**src/hdl/jump_point_row_scanner_macros.svh**
```systemverilog
// Assertion macros shared by the jump-point row scanner RTL files.
// Depends on nothing; the using module must have i_clk and i_rst_n.
`ifndef JUMP_POINT_ROW_SCANNER_MACROS_SVH
`define JUMP_POINT_ROW_SCANNER_MACROS_SVH
`ifndef SYNTHESIS
// Same-cycle implication, checked out of reset.
`define JPRS_ASSERT_IMP(label, ante, cons) \
    label: assert property (@(posedge i_clk) disable iff (!i_rst_n) (ante) |-> (cons)) \
        else $error("jump_point_row_scanner: same-cycle check failed");
// Next-cycle implication, checked out of reset.
`define JPRS_ASSERT_NXT(label, ante, cons) \
    label: assert property (@(posedge i_clk) disable iff (!i_rst_n) (ante) |=> (cons)) \
        else $error("jump_point_row_scanner: next-cycle check failed");
`else
`define JPRS_ASSERT_IMP(label, ante, cons)
`define JPRS_ASSERT_NXT(label, ante, cons)
`endif
`endif

```
**src/hdl/jprs_pkg.sv**
```systemverilog
// Package for the jump-point row scanner: widths, register indexes and payload types.
// Depends on nothing; used by jprs_core and jump_point_row_scanner.
package jprs_pkg;

    localparam int NAV_W         = 16;   // navcell word width
    localparam int POS_W         = 10;   // column position width
    localparam int RW_W          = 11;   // row width register width
    localparam int MAX_ROW_WIDTH = 1024; // widest row the cache holds
    localparam int CFG_IDX_W     = 2;
    localparam int CFG_DATA_W    = 16;

    localparam logic [CFG_IDX_W-1:0] CFG_PASS_CLASS_MASK = 2'd0;
    localparam logic [CFG_IDX_W-1:0] CFG_ALLOW_DIAG_GAPS = 2'd1;
    localparam logic [CFG_IDX_W-1:0] CFG_ROW_WIDTH       = 2'd2;

    localparam logic [RW_W-1:0] ROW_WIDTH_RESET = 11'd1024;

    typedef struct packed {
        logic [NAV_W-1:0] cell_here;
        logic [NAV_W-1:0] cell_above;
        logic [NAV_W-1:0] cell_below;
        logic             row_start;
    } t_in_item;

    typedef struct packed {
        logic [POS_W-1:0] next_pos;
        logic             next_is_obstruction;
        logic             next_known;
        logic [POS_W:0]   cache_word;
    } t_out_item;

    // Passability of one column after masking, plus the row start flag.
    typedef struct packed {
        logic here_pass;
        logic above_pass;
        logic below_pass;
        logic row_start;
    } t_pass_item;

    // Configuration seen by the scan core.
    typedef struct packed {
        logic            allow_diagonal_gaps;
        logic [RW_W-1:0] row_width;
    } t_scan_cfg;

    // Running answer carried from one column to the next.
    typedef struct packed {
        logic [POS_W-1:0] pos;
        logic             obstruction;
        logic             known;
    } t_answer;

endpackage

```
**src/hdl/jprs_core.sv**
```systemverilog
// Scan core of the jump-point row scanner: column delay, position counter and running answer.
// Depends on jprs_pkg and jump_point_row_scanner_macros.svh.
`include "jump_point_row_scanner_macros.svh"

module jprs_core (
    input  logic                  i_clk,
    input  logic                  i_rst_n,
    input  logic                  i_step,
    input  jprs_pkg::t_pass_item  i_cell,
    input  jprs_pkg::t_scan_cfg   i_cfg,
    output jprs_pkg::t_out_item   o_result
);
    import jprs_pkg::*;

    logic             r_prev_here;
    logic             r_prev_above;
    logic             r_prev_below;
    logic             r_older_above;
    logic             r_older_below;
    t_answer          r_run;
    logic [POS_W-1:0] r_col_pos;

    logic [RW_W-1:0]  w_width;
    logic [RW_W-1:0]  w_width_m1;
    logic [POS_W-1:0] w_start_pos;
    logic             w_c_here;
    logic             w_c_above;
    logic             w_c_below;
    logic             w_o_above;
    logic             w_o_below;
    logic [POS_W-1:0] w_pos;
    logic [POS_W-1:0] w_cand;
    logic             w_jump;
    t_answer          n_run;

    // Clamp the row width into 1 .. MAX_ROW_WIDTH and take its last position.
    always_comb begin
        if (i_cfg.row_width == '0) begin
            w_width = RW_W'(1);
        end else if (i_cfg.row_width > RW_W'(MAX_ROW_WIDTH)) begin
            w_width = RW_W'(MAX_ROW_WIDTH);
        end else begin
            w_width = i_cfg.row_width;
        end
        w_width_m1  = w_width - RW_W'(1);
        w_start_pos = w_width_m1[POS_W-1:0];
    end

    always_comb begin
        // A new row sees blocked cells beyond its end.
        if (i_cell.row_start) begin
            w_c_here  = 1'b0;
            w_c_above = 1'b0;
            w_c_below = 1'b0;
            w_o_above = 1'b0;
            w_o_below = 1'b0;
            w_pos     = w_start_pos;
        end else begin
            w_c_here  = r_prev_here;
            w_c_above = r_prev_above;
            w_c_below = r_prev_below;
            w_o_above = r_older_above;
            w_o_below = r_older_below;
            w_pos     = r_col_pos - POS_W'(1);
        end
        w_cand = w_pos + POS_W'(1);

        if (i_cfg.allow_diagonal_gaps) begin
            w_jump = (!w_c_above && w_o_above) || (!w_c_below && w_o_below);
        end else begin
            w_jump = (!i_cell.above_pass && w_c_above) || (!i_cell.below_pass && w_c_below);
        end

        if (!w_c_here) begin
            n_run.pos         = w_cand;
            n_run.obstruction = 1'b1;
            n_run.known       = !i_cell.row_start;
        end else if (w_jump) begin
            n_run.pos         = w_cand;
            n_run.obstruction = 1'b0;
            n_run.known       = 1'b1;
        end else begin
            n_run = r_run;
        end
        // An unknown answer always reads as an obstruction at position zero.
        if (!n_run.known) begin
            n_run.pos         = '0;
            n_run.obstruction = 1'b1;
        end

        o_result.next_pos            = n_run.pos;
        o_result.next_is_obstruction = n_run.obstruction;
        o_result.next_known          = n_run.known;
        o_result.cache_word          = {n_run.pos, n_run.obstruction};
    end

    always_ff @(posedge i_clk) begin
        if (!i_rst_n) begin
            r_prev_here       <= 1'b0;
            r_prev_above      <= 1'b0;
            r_prev_below      <= 1'b0;
            r_older_above     <= 1'b0;
            r_older_below     <= 1'b0;
            r_run.pos         <= '0;
            r_run.obstruction <= 1'b1;
            r_run.known       <= 1'b0;
            r_col_pos         <= '0;
        end else if (i_step) begin
            r_prev_here   <= i_cell.here_pass;
            r_prev_above  <= i_cell.above_pass;
            r_prev_below  <= i_cell.below_pass;
            r_older_above <= w_c_above;
            r_older_below <= w_c_below;
            r_run         <= n_run;
            r_col_pos     <= w_pos;
        end
    end

    `JPRS_ASSERT_NXT(a_start_pos, i_step && i_cell.row_start, r_col_pos == $past(w_start_pos))
    `JPRS_ASSERT_NXT(a_count_down, i_step && !i_cell.row_start, r_col_pos == POS_W'($past(r_col_pos) - POS_W'(1)))
    `JPRS_ASSERT_NXT(a_start_unknown, i_step && i_cell.row_start, !r_run.known && r_run.obstruction)
    `JPRS_ASSERT_NXT(a_hold_idle, !i_step, $stable(r_run) && $stable(r_col_pos))

endmodule

```
**src/hdl/jump_point_row_scanner.sv**
```systemverilog
// Jump-point row scanner, one scan direction of a jump-point cache for a grid pathfinder.
// The block takes one column per transaction from the last position of a row back to
// position 0, each with the navcell words of the cell and its neighbours above and below,
// and returns for that cell the nearest later obstruction point or forced-neighbour jump
// point. One transaction is accepted every clock cycle when the result side keeps up. The
// input register captures the masked passability bits at the accepting edge, and the
// result register is loaded from it when the result register can take a new value. When the
// result is not taken, the result register holds, and a full input register holds and the
// input side stalls for as long as the result waits. The rate is set by the registered
// feedback of the running answer and the column delay held in jprs_core. Configuration is
// written through a plain write port (index 0 class mask, 1 diagonal-gap rule, 2 row
// width) and must only be changed while no transaction is in flight. Cells past the row
// end count as blocked; feed row_start on the first column of every row.
// Depends on jprs_pkg, jprs_core and jump_point_row_scanner_macros.svh.
`include "jump_point_row_scanner_macros.svh"

module jump_point_row_scanner (
    input  logic                                i_clk,
    input  logic                                i_rst_n,
    // Configuration write port.
    input  logic                                i_cfg_we,
    input  logic [jprs_pkg::CFG_IDX_W-1:0]      i_cfg_index,
    input  logic [jprs_pkg::CFG_DATA_W-1:0]     i_cfg_wdata,
    // Column input channel.
    input  logic                                i_in_valid,
    output logic                                o_in_ready,
    input  jprs_pkg::t_in_item                  i_in_item,
    // Result channel.
    output logic                                o_out_valid,
    input  logic                                i_out_ready,
    output jprs_pkg::t_out_item                 o_out_item
);
    import jprs_pkg::*;

    // Configuration registers.
    logic [NAV_W-1:0] r_pass_class_mask;
    logic             r_allow_diag_gaps;
    logic [RW_W-1:0]  r_row_width;

    // Input stage and result stage.
    logic       r_s1_valid;
    t_pass_item r_s1_item;
    t_pass_item n_s1_item;
    logic       r_out_valid;
    t_out_item  r_out_item;

    logic       w_s2_take;
    logic       w_step;
    logic       w_mask_we;
    t_scan_cfg  w_scan_cfg;
    t_out_item  w_result;

    always_ff @(posedge i_clk) begin
        if (!i_rst_n) begin
            r_pass_class_mask <= '0;
            r_allow_diag_gaps <= 1'b0;
            r_row_width       <= ROW_WIDTH_RESET;
        end else if (i_cfg_we) begin
            case (i_cfg_index)
                CFG_PASS_CLASS_MASK: begin
                    r_pass_class_mask <= i_cfg_wdata[NAV_W-1:0];
                end
                CFG_ALLOW_DIAG_GAPS: begin
                    r_allow_diag_gaps <= i_cfg_wdata[0];
                end
                CFG_ROW_WIDTH: begin
                    r_row_width <= i_cfg_wdata[RW_W-1:0];
                end
                default: begin
                    // Writes to unused indexes are dropped.
                end
            endcase
        end
    end

    // The result register can take a new value when it is empty or being drained;
    // the input register can take a new transaction when it is empty or moving on.
    assign w_s2_take  = !r_out_valid || i_out_ready;
    assign w_step     = r_s1_valid && w_s2_take;
    assign o_in_ready = !r_s1_valid || w_s2_take;

    // Reduce each navcell word to a passability bit before registering it.
    always_comb begin
        n_s1_item.here_pass  = (i_in_item.cell_here & r_pass_class_mask) == '0;
        n_s1_item.above_pass = (i_in_item.cell_above & r_pass_class_mask) == '0;
        n_s1_item.below_pass = (i_in_item.cell_below & r_pass_class_mask) == '0;
        n_s1_item.row_start  = i_in_item.row_start;
    end

    always_ff @(posedge i_clk) begin
        if (!i_rst_n) begin
            r_s1_valid <= 1'b0;
        end else if (o_in_ready) begin
            r_s1_valid <= i_in_valid;
        end
    end

    always_ff @(posedge i_clk) begin
        if (o_in_ready && i_in_valid) begin
            r_s1_item <= n_s1_item;
        end
    end

    assign w_scan_cfg.allow_diagonal_gaps = r_allow_diag_gaps;
    assign w_scan_cfg.row_width           = r_row_width;

    jprs_core u_core (
        .i_clk    (i_clk),
        .i_rst_n  (i_rst_n),
        .i_step   (w_step),
        .i_cell   (r_s1_item),
        .i_cfg    (w_scan_cfg),
        .o_result (w_result)
    );

    always_ff @(posedge i_clk) begin
        if (!i_rst_n) begin
            r_out_valid <= 1'b0;
        end else if (w_s2_take) begin
            r_out_valid <= r_s1_valid;
        end
    end

    always_ff @(posedge i_clk) begin
        if (w_step) begin
            r_out_item <= w_result;
        end
    end

    assign o_out_valid = r_out_valid;
    assign o_out_item  = r_out_item;

    assign w_mask_we = i_cfg_we && (i_cfg_index == CFG_PASS_CLASS_MASK);

    `JPRS_ASSERT_NXT(a_s1_kept, r_s1_valid && !w_s2_take, r_s1_valid)
    `JPRS_ASSERT_NXT(a_step_to_out, w_step, r_out_valid)
    `JPRS_ASSERT_NXT(a_mask_write, w_mask_we, r_pass_class_mask == $past(i_cfg_wdata))

endmodule
```
**config.mk**
```make
export PLATFORM = sky130hd
export DESIGN_NAME = jump_point_row_scanner
export DESIGN_NICKNAME = d
export VERILOG_FILES = /design/src/hdl/jprs_pkg.sv /design/src/hdl/jprs_core.sv /design/src/hdl/jump_point_row_scanner.sv
export VERILOG_INCLUDE_DIRS = /design/src /design/src/hdl
export SDC_FILE = /design/constraint.sdc
export NUM_CORES = 1
export LEC_CHECK = 0
export BUFFER_PORTS_ARGS = -buffer_cell sky130_fd_sc_hd__buf_2
export CORE_MARGIN = 8
export CORE_UTILIZATION = 45
export CTS_CLUSTER_SIZE = 14
export DETAILED_ROUTE_END_ITERATION = 8
export PLACE_DENSITY = 0.69
export SYNTH_ARGS = -nofsm -noshare
export SYNTH_HDL_FRONTEND = slang
export SYNTH_SLANG_ARGS = --single-unit
export TNS_END_PERCENT = 5
```
**constraint.sdc**
```tcl
create_clock -name i_clk -period 3.6 [get_ports i_clk]
set_input_delay 0.18 -clock i_clk [delete_from_list [all_inputs] [get_ports i_clk]]
set_output_delay 0.18 -clock i_clk [all_outputs]
set_load 0.05 [all_outputs]
```
==> impl_metrics.json <==
{
  "synth_top_area_cell": "dfxtp_1",
  "end_kind": "register",
  "worst-setup-path-type": "reg2reg",
  "ir_worst_vdd_v": 0.000155,
  "fin_crit_sh": 0.854,
  "fmax_mhz": 325,
  "final_core_util": 0.540,
  "power_mw": 1.94,
  "routed_wl_um": 9470,
  "cts_tree": "done",
  "slew_headroom": 0.313,
  "stdcell_count": 611,
  "clkSinkCount": 73,
  "critPathLaunchType": "register",
  "pin_count": 97,
  "fin_area_sq_mm": 0.00443,
  "p_switching_mw": 0.577,
  "place_congestion": 0.879,
  "hp-class": "in2reg",
  "initial_utilization": 0.463,
  "finalCriticalPeriod_ns": 3.07,
  "seqCellArea_sq_mm": 0.00162,
  "track_usage": 0.168,
  "place_ws_ns": 0.541,
  "syn-num-nets": 498,
  "cts_resized": 0,
  "power.internal_mw": 1.36,
  "multi_input_area_sq_mm": 0.00197,
  "tns_ns": 0,
  "pwr_density_cell_mw_per_mm2": 438,
  "synthToLayoutAreaGrowth_pct": 16.5,
  "crit_required_ns": 3.67,
  "vias": 3255,
  "hold_viol": 0,
  "antenna_left": 0,
  "clock_path_buffers": 2,
  "grt_max_degree": 56,
  "grt_pass1_vias": 3396,
  "viasPerCell": 5.33,
  "synth.avg_cell_area_sq_um": 8.96,
  "maxSlewViolCount": 0,
  "nets": 575,
  "maxCapViolations": 0,
  "synth_flop_cell": "dfxtp_1",
  "synth_edf_count": 16,
  "die_h_um": 108,
  "setup_viol": 0,
  "grt_overflow_total": 0,
  "worst_pin_slew_ns": 1.03,
  "io_buffers": 96,
  "drc": 0,
  "path_cells": "nand2b_1 > nand4b_1 > and2_1 > ha_1 > nand3_4 > and4bb_1 > xnor2_2 > nand3_1 > nand2b_1 > xnor2_1 > a21oi_1",
  "cpPeakStageDelay_ns": 0.51,
  "path_clk_slew_ns": 0.07,
  "netSwitchingFraction": 0.297,
  "finalHoldWorstSlack_ns": 0.0618,
  "crit_top_cell": "nand2b_1",
  "fin_ws_ns": 0.527,
  "status": "finished, final reports clean",
  "drt-initial-drc-count": 133,
  "critical_path_arrival_ns": 3.14,
  "synth.top_cell.area_share": 0.300,
  "crit_path_max_fanout": 12,
  "rows": 33,
  "yosysSeqAreaShare": 0.426,
  "cp_top_family": "simple AND/OR/NAND/NOR gates",
  "synthCells": 425,
  "numCtsBuffers": 9,
  "hold_buffers": 0,
  "ys_warn_count": 0,
  "dp_cells": 596,
  "grt_pass1_wl_um": 15800,
  "clk_latency_ns": 0.34,
  "dr.pass1.iters": 4,
  "skew_ns": 0.00803,
  "antenna_cells": 0,
  "core_area_sq_mm": 0.00822,
  "antenna_found_initial": 0,
  "p_comb_frac": 0.223,
  "wire_per_inst_um": 15.5,
  "dieArea_sq_mm": 0.0117,
  "die_w_um": 108,
  "synth-async-reset-ratio": 0,
  "postCtsSetupRepairBufs": 0,
  "pwr-share-seq": 0.477,
  "ys_top_cells_by_area": "dfxtp_1 (30%), edfxtp_1 (13%), nand2_1 (7.1%)",
  "dp_hpwl_um": 7370,
  "leakagePower_nw": 1.82,
  "drive_gt1_frac": 0.249,
  "cts_root_buf": "clkbuf_8",
  "ys_seq_elements": 73,
  "ys_types": 60,
  "placed_area_sq_mm": 0.00426,
  "syn_area_sq_mm": 0.00381,
  "rsz0062_at_grt": "no",
  "pwr-share-clk": 0.300,
  "crit_buf_inv": 0,
  "cts_max_level": 3,
  "fillerInstances": 798,
  "cp_slowest_cell": "dfxtp_1"
}
## logic make-up after synthesis
family	after synthesis	share of synthesized area
AOI/OAI and AO/OA	109	0.199
adders and majority gates	1	0.00329
and+or+nand+nor	170	0.236
xor gates and xnor gates	13	0.0319
muxes	17	0.0447
DFF	73	0.426
buffers and inverters	42	0.0585
## sequential cells by signal, indices dropped and copies added, names as in the netlist, 4 cells and up
register / cells
o_out_item: 12
r_s1_item: 4
u_core.r_col_pos: 10
r_row_width: 11
r_pass_class_mask: 16
u_core.r_run: 12
## layout by cell type, fill, tap and decap left out, types with 3 or more instances in the layout
cell / synthesis / routed
nor2b_1: 20 / 20
nor2_1: 19 / 19
nand3b_1: 4 / 4
and2_1: 11 / 11
nand4_1: 3 / 3
a22o_1: 3 / 3
clkbuf_8: 0 / 12
o31ai_1: 4 / 4
nor3_1: 6 / 6
dfxtp_1: 57 / 57
a221oi_1: 4 / 4
nor3b_1: 6 / 5
mux2i_1: 17 / 17
o21ai_0: 17 / 17
buf_2: 1 / 96
edfxtp_1: 16 / 16
a21boi_0: 25 / 25
nand2_1: 72 / 72
a21oi_1: 14 / 14
xor2_1: 5 / 5
nand2b_1: 3 / 3
a22oi_1: 20 / 20
nor4_1: 3 / 3
o22ai_1: 3 / 3
buf_4: 13 / 3
clkbuf_1: 14 / 3
xnor2_1: 7 / 7
nand3_1: 9 / 9
o21ai_1: 3 / 3
inv_1: 7 / 7
## power groups by stage
stage	Combinational [mW]	Sequential (mW)	Clock, mW
after global placement	0.427	0.941	0
after detailed placement	0.434	0.943	0
after global routing	0.476	0.932	0.632
final	0.433	0.925	0.581
after floorplan	0.300	0.969	0
after CTS	0.435	0.925	0.595
## Yosys cell counts, types with 2 or more instances
cell	n
nand2_1	72
dfxtp_1	57
a21boi_0	25
a22oi_1	20
nor2b_1	20
nor2_1	19
mux2i_1	17
o21ai_0	17
edfxtp_1	16
a21oi_1	14
clkbuf_1	14
buf_4	13
and2_1	11
nand3_1	9
inv_1	7
xnor2_1	7
nor3_1	6
nor3b_1	6
xor2_1	5
a221oi_1	4
nand3b_1	4
o31ai_1	4
a22o_1	3
buf_1	3
nand2b_1	3
nand4_1	3
nor4_1	3
o21ai_1	3
o22ai_1	3
and3_1	2
and3b_1	2
and4bb_1	2
buf_6	2
o21a_1	2
o21bai_1	2
## final timing paths
kind,startpoint,to,slack [ns],cells after the start
worst max register to register,r_row_width[10]$_SDFFE_PN1P_,o_out_item[20]$_DFFE_PP_,0.53,11
worst min register to register,u_core.r_run[11]$_SDFFE_PN0P_,u_core.r_run[11]$_SDFFE_PN0P_,0.45,2
worst max-delay path,r_row_width[10]$_SDFFE_PN1P_,o_out_item[20]$_DFFE_PP_,0.53,11
worst min-delay path,i_in_item[0],r_s1_item[0]$_DFFE_PP_,0.06,1
## layout make-up
type                            instances  area share
Timing Repair Buffer                   99       0.113
Sequential cell                        73       0.366
Multi-Input combinational cell        310       0.444
Clock buffer                           15      0.0398
Inverter                                9     0.00762
Tap cell                              105      0.0296
## layer usage
metal / part of all wire / track usage / vias up
met4: 0.034 / 0.0922 / 0
li1: - / - / 1640
met1: 0.46 / 0.206 / 1466
met3: 0.077 / 0.0523 / 23
met5: 0 / 0 / -
met2: 0.43 / 0.256 / 126
(Power assumes the default switching activity.)
